`config.mk`:
```
export PLATFORM = sky130hd
export DESIGN_NAME = styled_bresenham_line_core_flat
export DESIGN_NICKNAME = d
export VERILOG_FILES = /design/src/rtl/sbl_pkg.sv /design/src/rtl/sbl_line_if.sv /design/src/rtl/sbl_pixel_if.sv /design/src/rtl/sbl_pattern.sv /design/src/rtl/styled_bresenham_line_core.sv /design/src/flat_wrapper.sv
export SDC_FILE = /design/constraint.sdc
export NUM_CORES = 1
export LEC_CHECK = 0
export BUFFER_PORTS_ARGS = -buffer_cell sky130_fd_sc_hd__clkbuf_2
export CAP_MARGIN = 20
export CORE_ASPECT_RATIO = 1.2
export CORE_MARGIN = 2
export CORE_UTILIZATION = 45
export CTS_CLUSTER_SIZE = 12
export DETAILED_ROUTE_END_ITERATION = 6
export PLACE_DENSITY = 0.7
export SLEW_MARGIN = 20
export SYNTH_ARGS = -nofsm -noshare
export SYNTH_HDL_FRONTEND = slang
export SYNTH_HIERARCHICAL = 1
export SYNTH_SLANG_ARGS = --single-unit
```
`constraint.sdc`:
```
create_clock -name i_clk -period 4.95 [get_ports i_clk]
set_clock_uncertainty 0.1 [all_clocks]
set_input_delay 0.7425 -clock i_clk [delete_from_list [all_inputs] [get_ports i_clk]]
set_output_delay 0.7425 -clock i_clk [all_outputs]
set_load 0.01 [all_outputs]
```
`src/rtl/sbl_pkg.sv`:
```
`timescale 1ns / 1ps
`default_nettype none

package sbl_pkg;

    // Coordinate width default and pixel color format
    localparam int COORD_BITS_DEF = 10;
    localparam int COLOR_BITS     = 24;
    localparam logic [COLOR_BITS-1:0] COLOR_RESET = 24'h00FF00;

    // Style pattern repeats every lcm(2, 5, 6) pixels
    localparam int PAT_PERIOD = 30;
    localparam int PAT_BITS   = 5;

    // Draw masks, bit c set when pixel c of the period is drawn
    localparam logic [PAT_PERIOD-1:0] MASK_DOTTED   = 30'h15555555; // c mod 2 == 0
    localparam logic [PAT_PERIOD-1:0] MASK_DASHED   = 30'h318C6318; // c mod 5 in 3..4
    localparam logic [PAT_PERIOD-1:0] MASK_DASH_DOT = 30'h269A69A6; // c mod 6 in 1,2,5

    typedef enum logic {
        ACT_LOAD = 1'b0,
        ACT_STEP = 1'b1
    } t_action;

    typedef enum logic [1:0] {
        STYLE_SOLID    = 2'd0,
        STYLE_DOTTED   = 2'd1,
        STYLE_DASHED   = 2'd2,
        STYLE_DASH_DOT = 2'd3
    } t_style;

    typedef enum logic [1:0] {
        DIR_HOLD = 2'd0,
        DIR_INC  = 2'd1,
        DIR_DEC  = 2'd2
    } t_dir;

endpackage

`default_nettype wire

```
`src/rtl/sbl_line_if.sv`:
```
`timescale 1ns / 1ps
`default_nettype none

// Line command channel: load endpoints and style, or step one pixel
interface sbl_line_if #(
    parameter int COORD_BITS = 10
);
    logic                  valid;
    logic                  ready;
    logic                  action;
    logic [COORD_BITS-1:0] x_start;
    logic [COORD_BITS-1:0] y_start;
    logic [COORD_BITS-1:0] x_end;
    logic [COORD_BITS-1:0] y_end;
    logic [1:0]            style;

    modport source (
        output valid, action, x_start, y_start, x_end, y_end, style,
        input  ready
    );
    modport sink (
        input  valid, action, x_start, y_start, x_end, y_end, style,
        output ready
    );
endinterface

`default_nettype wire

```
`src/rtl/sbl_pixel_if.sv`:
```
`timescale 1ns / 1ps
`default_nettype none

// Pixel result channel
interface sbl_pixel_if #(
    parameter int COORD_BITS = 10
);
    logic                  valid;
    logic                  ready;
    logic [COORD_BITS-1:0] pixel_x;
    logic [COORD_BITS-1:0] pixel_y;
    logic                  draw;
    logic [23:0]           color;
    logic                  last;

    modport source (
        output valid, pixel_x, pixel_y, draw, color, last,
        input  ready
    );
    modport sink (
        input  valid, pixel_x, pixel_y, draw, color, last,
        output ready
    );
endinterface

`default_nettype wire

```
`src/rtl/sbl_pattern.sv`:
```
`timescale 1ns / 1ps
`default_nettype none

// Line style sequencer: pixel index modulo the pattern period and draw lookup
module sbl_pattern
    import sbl_pkg::*;
(
    input  wire       i_clk,
    input  wire       i_rst_n,
    input  wire       i_restart,
    input  wire [1:0] i_style,
    input  wire       i_advance,
    output logic      o_draw
);

    logic [PAT_BITS-1:0] r_count, n_count;
    t_style              r_style, n_style;

    // Next count: clear on a new line, wrap at the period end
    always_comb begin
        n_count = r_count;
        n_style = r_style;
        if (i_restart) begin
            n_count = '0;
            n_style = t_style'(i_style);
        end else if (i_advance) begin
            if (r_count == PAT_BITS'(PAT_PERIOD - 1)) begin
                n_count = '0;
            end else begin
                n_count = r_count + PAT_BITS'(1);
            end
        end
    end

    always_ff @(posedge i_clk) begin
        if (!i_rst_n) begin
            r_count <= '0;
            r_style <= STYLE_SOLID;
        end else begin
            r_count <= n_count;
            r_style <= n_style;
        end
    end

    // Draw flag for the current pixel
    always_comb begin
        case (r_style)
            STYLE_SOLID:    o_draw = 1'b1;
            STYLE_DOTTED:   o_draw = MASK_DOTTED[r_count];
            STYLE_DASHED:   o_draw = MASK_DASHED[r_count];
            STYLE_DASH_DOT: o_draw = MASK_DASH_DOT[r_count];
            default:        o_draw = 1'b1;
        endcase
    end

endmodule

`default_nettype wire

```
`src/rtl/styled_bresenham_line_core.sv`:
```
`timescale 1ns / 1ps
`default_nettype none

// Styled Bresenham line engine. A load item (action 0) latches both endpoints
// and a style and gives no result; each step item (action 1) then gives one
// pixel, starting at the start point, with a style draw flag, the configured
// color and a last flag; major-axis-length pixels per line, the far endpoint
// is not emitted, and a step with no active line gives nothing. The error
// term, coordinate and pattern updates are one register-to-register pass, so
// one item is accepted per cycle unless the output is stalled, and a pixel
// appears in the output register the cycle after its step. The output
// register keeps taking items while its pixel is taken in the same cycle.
// pixel_color may be written only while no line output is pending.
module styled_bresenham_line_core
    import sbl_pkg::*;
#(
    parameter int COORD_BITS = COORD_BITS_DEF
) (
    input  wire                   i_clk,
    input  wire                   i_rst_n,
    sbl_line_if.sink              i_line,
    sbl_pixel_if.source           o_pixel,
    input  wire                   i_cfg_wr_en,
    input  wire [COLOR_BITS-1:0]  i_cfg_wr_data
);

    localparam int ERR_BITS = COORD_BITS + 2;
    localparam int SUM_BITS = COORD_BITS + 3;

    // Line state
    logic [COORD_BITS-1:0] r_cur_x, n_cur_x;
    logic [COORD_BITS-1:0] r_cur_y, n_cur_y;
    logic [ERR_BITS-1:0]   r_err, n_err;
    logic [COORD_BITS-1:0] r_major, n_major;
    logic [COORD_BITS-1:0] r_minor, n_minor;
    t_dir                  r_x_dir, n_x_dir;
    t_dir                  r_y_dir, n_y_dir;
    logic                  r_swapped, n_swapped;
    logic [COORD_BITS-1:0] r_remaining, n_remaining;
    logic [COLOR_BITS-1:0] r_color;

    // Output register
    logic                  r_out_valid;
    logic [COORD_BITS-1:0] r_out_x;
    logic [COORD_BITS-1:0] r_out_y;
    logic                  r_out_draw;
    logic [COLOR_BITS-1:0] r_out_color;
    logic                  r_out_last;

    logic accept, do_load, do_step, pat_draw, err_pos;

    logic [COORD_BITS-1:0] adx, ady;
    logic [SUM_BITS-1:0]   err_init, err_sum;

    function automatic logic [COORD_BITS-1:0] f_move(
        input logic [COORD_BITS-1:0] v,
        input t_dir                  dir
    );
        logic [COORD_BITS-1:0] res;
        case (dir)
            DIR_INC: res = v + COORD_BITS'(1);
            DIR_DEC: res = v - COORD_BITS'(1);
            default: res = v;
        endcase
        return res;
    endfunction

    // Handshake
    assign i_line.ready = !r_out_valid || o_pixel.ready;
    assign accept  = i_line.valid && i_line.ready;
    assign do_load = accept && (t_action'(i_line.action) == ACT_LOAD);
    assign do_step = accept && (t_action'(i_line.action) == ACT_STEP)
                     && (r_remaining != '0);

    // Load setup: deltas and initial error 2*minor - major
    always_comb begin
        adx = (i_line.x_end >= i_line.x_start) ? i_line.x_end - i_line.x_start
                                               : i_line.x_start - i_line.x_end;
        ady = (i_line.y_end >= i_line.y_start) ? i_line.y_end - i_line.y_start
                                               : i_line.y_start - i_line.y_end;
        if (ady > adx) begin
            err_init = {2'b00, adx, 1'b0} - {3'b000, ady};
        end else begin
            err_init = {2'b00, ady, 1'b0} - {3'b000, adx};
        end
    end

    // Step: error positive means a minor-axis move
    assign err_pos = !r_err[ERR_BITS-1] && (r_err != '0);
    assign err_sum = {r_err[ERR_BITS-1], r_err} + {2'b00, r_minor, 1'b0}
                     - (err_pos ? {2'b00, r_major, 1'b0} : SUM_BITS'(0));

    // Next line state
    always_comb begin
        n_cur_x     = r_cur_x;
        n_cur_y     = r_cur_y;
        n_err       = r_err;
        n_major     = r_major;
        n_minor     = r_minor;
        n_x_dir     = r_x_dir;
        n_y_dir     = r_y_dir;
        n_swapped   = r_swapped;
        n_remaining = r_remaining;
        if (do_load) begin
            n_cur_x = i_line.x_start;
            n_cur_y = i_line.y_start;
            n_x_dir = (i_line.x_end > i_line.x_start) ? DIR_INC :
                      (i_line.x_end < i_line.x_start) ? DIR_DEC : DIR_HOLD;
            n_y_dir = (i_line.y_end > i_line.y_start) ? DIR_INC :
                      (i_line.y_end < i_line.y_start) ? DIR_DEC : DIR_HOLD;
            n_swapped   = (ady > adx);
            n_major     = (ady > adx) ? ady : adx;
            n_minor     = (ady > adx) ? adx : ady;
            n_remaining = (ady > adx) ? ady : adx;
            n_err       = err_init[ERR_BITS-1:0];
        end else if (do_step) begin
            if (r_swapped) begin
                n_cur_y = f_move(r_cur_y, r_y_dir);
                n_cur_x = err_pos ? f_move(r_cur_x, r_x_dir) : r_cur_x;
            end else begin
                n_cur_x = f_move(r_cur_x, r_x_dir);
                n_cur_y = err_pos ? f_move(r_cur_y, r_y_dir) : r_cur_y;
            end
            n_err       = err_sum[ERR_BITS-1:0];
            n_remaining = r_remaining - COORD_BITS'(1);
        end
    end

    always_ff @(posedge i_clk) begin
        if (!i_rst_n) begin
            r_cur_x     <= '0;
            r_cur_y     <= '0;
            r_err       <= '0;
            r_major     <= '0;
            r_minor     <= '0;
            r_x_dir     <= DIR_HOLD;
            r_y_dir     <= DIR_HOLD;
            r_swapped   <= 1'b0;
            r_remaining <= '0;
        end else begin
            r_cur_x     <= n_cur_x;
            r_cur_y     <= n_cur_y;
            r_err       <= n_err;
            r_major     <= n_major;
            r_minor     <= n_minor;
            r_x_dir     <= n_x_dir;
            r_y_dir     <= n_y_dir;
            r_swapped   <= n_swapped;
            r_remaining <= n_remaining;
        end
    end

    // Color register
    always_ff @(posedge i_clk) begin
        if (!i_rst_n) begin
            r_color <= COLOR_RESET;
        end else if (i_cfg_wr_en) begin
            r_color <= i_cfg_wr_data;
        end
    end

    // Style pattern
    sbl_pattern u_pattern (
        .i_clk     (i_clk),
        .i_rst_n   (i_rst_n),
        .i_restart (do_load),
        .i_style   (i_line.style),
        .i_advance (do_step),
        .o_draw    (pat_draw)
    );

    // Output register
    always_ff @(posedge i_clk) begin
        if (!i_rst_n) begin
            r_out_valid <= 1'b0;
        end else if (do_step) begin
            r_out_valid <= 1'b1;
        end else if (o_pixel.ready) begin
            r_out_valid <= 1'b0;
        end
    end

    always_ff @(posedge i_clk) begin
        if (do_step) begin
            r_out_x     <= r_cur_x;
            r_out_y     <= r_cur_y;
            r_out_draw  <= pat_draw;
            r_out_color <= r_color;
            r_out_last  <= (r_remaining == COORD_BITS'(1));
        end
    end

    assign o_pixel.valid   = r_out_valid;
    assign o_pixel.pixel_x = r_out_x;
    assign o_pixel.pixel_y = r_out_y;
    assign o_pixel.draw    = r_out_draw;
    assign o_pixel.color   = r_out_color;
    assign o_pixel.last    = r_out_last;

endmodule

`default_nettype wire

```
`src/flat_wrapper.sv`:
```
// flat-port wrapper written by rule: the top's interface ports become plain ports
module styled_bresenham_line_core_flat import sbl_pkg::*;
#(
    parameter int COORD_BITS = COORD_BITS_DEF
)
  (i_clk, i_rst_n, i_cfg_wr_en, i_cfg_wr_data, i_line_valid, i_line_action, i_line_x_start, i_line_y_start, i_line_x_end, i_line_y_end, i_line_style, i_line_ready, o_pixel_valid, o_pixel_pixel_x, o_pixel_pixel_y, o_pixel_draw, o_pixel_color, o_pixel_last, o_pixel_ready);
  sbl_line_if #(.COORD_BITS(COORD_BITS)) i_line_i ();
  sbl_pixel_if #(.COORD_BITS(COORD_BITS)) o_pixel_i ();
  input  wire i_clk;
  input  wire i_rst_n;
  input  wire i_cfg_wr_en;
  input  wire [COLOR_BITS-1:0] i_cfg_wr_data;
  input wire logic [$bits(i_line_i.valid)-1:0] i_line_valid;
  input wire logic [$bits(i_line_i.action)-1:0] i_line_action;
  input wire logic [$bits(i_line_i.x_start)-1:0] i_line_x_start;
  input wire logic [$bits(i_line_i.y_start)-1:0] i_line_y_start;
  input wire logic [$bits(i_line_i.x_end)-1:0] i_line_x_end;
  input wire logic [$bits(i_line_i.y_end)-1:0] i_line_y_end;
  input wire logic [$bits(i_line_i.style)-1:0] i_line_style;
  output wire logic [$bits(i_line_i.ready)-1:0] i_line_ready;
  output wire logic [$bits(o_pixel_i.valid)-1:0] o_pixel_valid;
  output wire logic [$bits(o_pixel_i.pixel_x)-1:0] o_pixel_pixel_x;
  output wire logic [$bits(o_pixel_i.pixel_y)-1:0] o_pixel_pixel_y;
  output wire logic [$bits(o_pixel_i.draw)-1:0] o_pixel_draw;
  output wire logic [$bits(o_pixel_i.color)-1:0] o_pixel_color;
  output wire logic [$bits(o_pixel_i.last)-1:0] o_pixel_last;
  input wire logic [$bits(o_pixel_i.ready)-1:0] o_pixel_ready;
  assign i_line_i.valid = i_line_valid;
  assign i_line_i.action = i_line_action;
  assign i_line_i.x_start = i_line_x_start;
  assign i_line_i.y_start = i_line_y_start;
  assign i_line_i.x_end = i_line_x_end;
  assign i_line_i.y_end = i_line_y_end;
  assign i_line_i.style = i_line_style;
  assign i_line_ready = i_line_i.ready;
  assign o_pixel_valid = o_pixel_i.valid;
  assign o_pixel_pixel_x = o_pixel_i.pixel_x;
  assign o_pixel_pixel_y = o_pixel_i.pixel_y;
  assign o_pixel_draw = o_pixel_i.draw;
  assign o_pixel_color = o_pixel_i.color;
  assign o_pixel_last = o_pixel_i.last;
  assign o_pixel_i.ready = o_pixel_ready;
  styled_bresenham_line_core #(.COORD_BITS(COORD_BITS)) u_core (.i_clk(i_clk), .i_rst_n(i_rst_n), .i_line(i_line_i), .o_pixel(o_pixel_i), .i_cfg_wr_en(i_cfg_wr_en), .i_cfg_wr_data(i_cfg_wr_data));
endmodule
```
# Yosys cells after proc, flatten, opt, wreduce, memory -nomap -nowiden
# Memories as Yosys holds them, arrays and structs flattened. A register that Yosys moved wholly into a read port is not among the register bits.
# Cells that the tools add are included.
# word_totals
input_bits	72
ff_bits	145
out_inout_bits	48
memories	3
rom_bits	96
wordCells	109
# classes
n_reduce_logical	17
n_bitwise	2
n_eq_ne	10
order_cmp	8
add_sub_neg	14
muxes	37
# mem_list
memory	depth	width	read_ports	rd_ports_with_merged_regs	write_ports	line_no	rtl
(no name shown)	32	1	1	1	0	sbl_pattern.sv:51	STYLE_DASH_DOT: o_draw = MASK_DASH_DOT[r_count];
(no name shown)	32	1	1	1	0	sbl_pattern.sv:50	STYLE_DASHED: o_draw = MASK_DASHED[r_count];
(no name shown)	32	1	1	1	0	sbl_pattern.sv:49	STYLE_DOTTED: o_draw = MASK_DOTTED[r_count];
# ops
cell	count
10-bit two-way mux	14
10-bit case mux with 2 select lines	2
10-bit subtractor	4
12-bit two-way mux	3
5-bit two-way mux	7
10-bit > comparator	3
10-bit by 1-bit subtractor with 10-bit output, second input constant	3
11-bit by 10-bit subtractor with 12-bit output	2
10-bit by 1-bit adder with 10-bit output, second input constant	2
10-bit >= comparator	2
10-bit less-than comparator	2
12-bit adder	1
12-bit nonzero test	1
12-bit subtractor	1
11-bit two-way mux	1
10-bit by 1-bit == test with 1-bit output, second input constant	1
10-bit nonzero test	1
2-bit == test, second input constant	4
2-bit two-way mux	4
2-bit by 1-bit == test with 1-bit output, second input constant	3
5-bit by 6-bit less-than comparator with 1-bit output, second input constant	1
5-bit by 1-bit adder with 5-bit output, second input constant	1
5-bit == test, second input constant	1
1-bit logical AND	5
other kinds (11)	19

# Longest topological paths before layout
# logic_depth
ltp_word	7
depth_mapped	27
ltp_nobuf	24

# Hierarchy
# Netlist, hierarchy kept.
# by_module_without_submodules
module	area_each_um2	n_inst	cells_per_inst	seq_area_each_um2
styled_bresenham_line_core	9670.5	1	1100	3223.1
sbl_pattern	905.9	1	103	200.2

# Worst setup path after synthesis
# Ideal clock, no wire load.
# synth_path
path_kind	input port to flip-flop
startpoint	input i_line_x_end[0]
endpoint	register u_core.r_err[3]
cell_stages	23
setup_ps	119
slack_ps	-468
arrival_ps	5199
path_buffers	3
t_required_ps	4731
cell_sequence	inv_1 > ha_1 > inv_1 > fa_1 > a21o_1 > a221oi_2 > o211ai_2 > buf_4 > nor2b_1 > a211oi_1 > mux2i_1 > nand2_1 > ha_1 > nand4_1 > nor2_1 > o211ai_1 > nand2b_1 > a211oi_2 > buf_2 > buf_2 > nor2_1 > a211oi_1 > nor2_1
# synth_between
elab_chain_cells	5
elab_cells_between_ends	9
cone_classes	add/sub (4); order compare (2); mux (3)
# synth_lines
element	line_no	rtl
start, declared	flat_wrapper.sv:17	input wire logic [$bits(i_line_i.x_end)-1:0] i_line_x_end;
10-bit subtractor, or another cell as far along	styled_bresenham_line_core.sv:78	: i_line.x_start - i_line.x_end;
10-bit two-way mux (*)	styled_bresenham_line_core.sv:77	adx = (i_line.x_end >= i_line.x_start) ? i_line.x_end - i_line.x_start
11-bit by 10-bit subtractor with 12-bit output, or another cell as far along	styled_bresenham_line_core.sv:84	err_init = {2'b00, ady, 1'b0} - {3'b000, adx};
12-bit two-way mux (*)	styled_bresenham_line_core.sv:81	if (ady > adx) begin
12-bit two-way mux (*)	styled_bresenham_line_core.sv:104	if (do_load) begin
end signal, assigned	styled_bresenham_line_core.sv:143	r_err <= n_err;
end, declared	styled_bresenham_line_core.sv:33	logic [ERR_BITS-1:0] r_err, n_err;
# Mark *: on every way between the ends. The rest lies on a longest branch, timed or not.
# A chain may end at the register's enable or synchronous reset.

# Worst setup path in the final report
# layout_path
startpoint	input i_line_x_end[0]
endpoint	register u_core.r_remaining[4]
# layout_between
elab_chain_cells	5
elab_cells_between_ends	7
cone_classes	add/sub (2); order compare (2); mux (3)
# layout_lines
element	line_no	rtl
10-bit subtractor, or another cell as far along	styled_bresenham_line_core.sv:78	
10-bit two-way mux (*)	styled_bresenham_line_core.sv:77	
10-bit > comparator	styled_bresenham_line_core.sv:114	n_remaining = (ady > adx) ? ady : adx;
10-bit two-way mux (*)	styled_bresenham_line_core.sv:114	
10-bit two-way mux (*)	styled_bresenham_line_core.sv:104	
end signal, assigned	styled_bresenham_line_core.sv:149	r_remaining <= n_remaining;
end, declared	styled_bresenham_line_core.sv:39	logic [COORD_BITS-1:0] r_remaining, n_remaining;
# Marked as above.

==> key figures <==
Status
  – Status: complete, but fails checks
  – Failing checks: negative setup slack

Global routing
  – Largest net degree at the start of global routing: 67
  – Grt ovf: 0
  – Global-route wire length before repair: 43.78 mm
  – Initial antenna violation count: 0
  – Vias in the first global route: 9107
  – GRT Total Usage: 0.2229

Timing
  – Least-Margin Pin Slew: 1047 ps
  – Final WS setup: -42.13 ps
  – Final hold viol count: 0
  – RSZ-0062 raised after global routing: true
  – Slew margin rel.: 0.3012
  – Maximum clock rate: 200.3 MHz
  – Final worst-path cycle share: 1.009
  – Final slew viol count: 0
  – Crit path time final: 4992 ps
  – Worst hold slack: 325.5 ps
  – # setup viols final: 6

Place
  – Routability cong.: 0.9108
  – Port-buffer cells: 119
  – Post-place setup slack: -606.8 ps
  – Placed Instances: 1731
  – Detailed placement HPWL: 20.57 mm

Synth
  – Post-Synthesis Cell Area: 0.01058 mm²
  – Post-synth ARST share: 0
  – Number of enable flip-flop cells after synthesis: 46
  – Synth cell types: 93
  – Syn nets: 1381
  – Synth Area per Inst: 8.792 µm²
  – Post-synthesis sequential area ratio: 0.3237
  – Primary FF master, synth: dfxtp_1
  – Post-synthesis register bit count: 148
  – Syn. warnings: 6
  – Syn Inst Count: 1203

Worst setup path
  – Max stage delay cell, worst path: or3_4
  – CP arrival: 5270 ps
  – Delay-heaviest family, CP: compound AO/OA/AOI/OAI gates
  – CP Buf/Inv Count: 6
  – Startpoint types: input port
  – CP required: 5220 ps
  – Slowest cell delay on critical path: 420 ps
  – Crit end category: register
  – Setup CP Type: input port to register
  – CP max FO: 6

Floorplan
  – Die Height: 171.9 µm
  – Die Span X: 144.0 µm
  – IO Count: 120
  – Floorplan row count: 61
  – Die area: 0.02475 mm²
  – Starting Density: 0.4573
  – Core box area: 0.02313 mm²

Min path
  – Min-Delay Path Class: register to register

Clock network
  – Clock root buffer: clkbuf_16
  – Clock tree buffer depth: 2
  – CTS buffer count: 17
  – Clock transition at path regs: 60 ps
  – CTS tree: built
  – H-tree lvl count: 4
  – Clock latency on the worst-skew pair: 430 ps
  – CTS Sinks: 148

Layout
  – Share of layout cells above drive strength 1: 0.2765
  – Final net count: 1626
  – Non-Filler Instances: 1776
  – Commonest cells after routing, fill and taps aside: buf_4, inv_1, clkbuf_2
  – Area growth, synth to finish: 28.18%
  – Final Util: 0.5862
  – Filler cells: 2070
  – Number of diodes: 0
  – Most common cell after layout, fill and taps aside: buf_4

Routing
  – Wirelength per Cell: 15.57 µm
  – Vias after detailed routing: 9433
  – Pre-Repair DR Iteration Count: 5
  – Post-route ant nets: 0
  – Drt via density: 5.311
  – DRC Markers: 0
  – Detailed Route WL: 27.66 mm
  – Initial drt markers: 625

Pwr
  – Cell Pwr Density: 437.1 mW/mm²
  – LEAKAGE: 0.006218 µW
  – Worst vdd ir: 0.3205 mV

Run
  – MaxCap Viol Count: 0
## registers in the layout, indices dropped and copies added (netlist names), 2 cells and up, named ones only
signal and count:
u_core/r_cur_x 10, u_core/o_pixel.pixel_x 10, u_core/r_err 12, u_core/r_major 10, u_core/r_cur_y 10, u_core/u_pattern/r_count 5
u_core/r_color 24, u_core/r_minor 10, u_core/o_pixel.pixel_y 10, u_core/r_x_dir 2, u_core/u_pattern/r_style 2, u_core/o_pixel.color 24
u_core/r_y_dir 2, u_core/r_remaining 10
## synthesized netlist by cell type (4+ instances only)
| cell | n | area [µm²] |
|---|---|---|
| nor2b_1 | 12 | 75.07 |
| nor2_1 | 92 | 345.3 |
| buf_2 | 6 | 30.03 |
| nand2_1 | 102 | 382.9 |
| fa_1 | 17 | 340.3 |
| xnor2_1 | 51 | 446.7 |
| nand3_1 | 14 | 70.07 |
| o21bai_1 | 14 | 105.1 |
| nor3b_1 | 4 | 30.03 |
| edfxtp_1 | 46 | 1381 |
| mux2i_1 | 57 | 570.6 |
| and3_1 | 4 | 25.02 |
| a21oi_1 | 102 | 510.5 |
| mux2_2 | 6 | 67.56 |
| nand4_1 | 5 | 31.28 |
| o211ai_1 | 19 | 142.6 |
| a22oi_1 | 8 | 60.06 |
| o31ai_1 | 4 | 30.03 |
| o21ai_0 | 41 | 205.2 |
| or3_1 | 6 | 37.54 |
| o22ai_1 | 5 | 31.28 |
| o21a_1 | 8 | 60.06 |
| buf_6 | 7 | 78.83 |
| buf_1 | 6 | 22.52 |
| nand2b_1 | 11 | 68.82 |
| clkbuf_1 | 29 | 108.9 |
| xor2_1 | 15 | 131.4 |
| a31oi_1 | 9 | 56.30 |
| and2_1 | 14 | 87.58 |
| nor4_1 | 8 | 50.05 |
| dfxtp_1 | 102 | 2042 |
| o211a_1 | 6 | 60.06 |
| a211oi_1 | 26 | 195.2 |
| a21o_1 | 28 | 210.2 |
| inv_1 | 134 | 503.0 |
| ha_1 | 89 | 1114 |
| nor3_1 | 10 | 50.05 |
## area by class of cell
type                    count  area (µm²)  area share
clock inverters            14       198.9     0.01467
clock buffers              18       439.2     0.03239
multi-input cells         867        6744      0.4975
repair buffers            277        1827      0.1347
flip-flops and latches    148        3423      0.2525
well taps                 315       394.1     0.02907
inverters                 137       530.5     0.03913
## worst register-to-register path, stage by stage (launching register included)
cell and delay [ps]:
dfxtp_1 320, nor4_1 280, buf_4 160, a31oi_1 160, and2_1 240, fa_1 470
inv_1 70, fa_1 450, a21o_1 190, a21oi_1 190, o21bai_1 90, a21oi_1 290
o21bai_1 100, a21oi_1 200, o21bai_1 90, a21oi_1 190, xnor2_1 170, a21oi_1 100
o22ai_1 270, a211oi_2 50
## through the flow
stage | cell area, µm² | TNS [ps] | power (µW)
2_1_floorplan | 10680 | -2884 | 3399
3_3_place_gp | 12500 | -11470 | 4264
3_5_place_dp | 12500 | -17640 | 4326
4_1_cts | 13230 | -374.9 | 5779
5_1_grt | 13560 | -4380 | 6316
6_report | 13560 | -139.2 | 5925
## timing repair
| action | 4_1_cts | 5_1_grt |
|---|---|---|
| pin swaps | 8 | 35 |
| gates resized for setup | 8 | 63 |
| setup buffers | 9 | 5 |
| hold buffers | 0 | 0 |
| endpoints found under the setup margin | 19 | 39 |
## final timing paths
| path | slack, ps | endpoint | start | depth (start not counted) |
|---|---|---|---|---|
| hold / removal | 330 | u_core/o_pixel.color[4]$_DFFE_PP_ | u_core/r_color[4]$_SDFFE_PN0P_ | 0 |
| setup reg to reg | 630 | u_core/r_err[11]$_SDFFE_PN0P_ | u_core/r_err[0]$_SDFFE_PN0P_ | 19 |
| hold reg to reg | 330 | u_core/o_pixel.color[4]$_DFFE_PP_ | u_core/r_color[4]$_SDFFE_PN0P_ | 0 |
| setup / recovery | -40 | u_core/r_remaining[4]$_SDFFE_PN0P_ | i_line_x_end[0] | 26 |
## logic make-up after synthesis
kind of cell	Yosys count	share of synthesized area
flip-flops	148	0.3237
AO/OA/AOI/OAI	323	0.2069
XOR/XNOR	68	0.05773
AND/OR/NAND/NOR	301	0.1343
adder cells (fa/ha/maj)	111	0.1426
multiplexers	64	0.06163
buffers and inverters	188	0.07323
## routing by layer
layer	routed length, µm	share of wire	GRT usage
met2	13840	0.50	0.3979
met1	11800	0.43	0.2655
met3	1067	0.039	0.03019
met5	0	0	0
met4	946	0.034	0.09974
## report_power, final
part | leakage (µW) | switching [µW] | internal, µW
logic | 0.00465 | 1600 | 1420
clock network | 0.000302 | 534 | 863
registers | 0.00126 | 94.7 | 1420
total | 0.00622 | 2230 | 3700
Note: power is estimated with default switching activity, not from simulation.
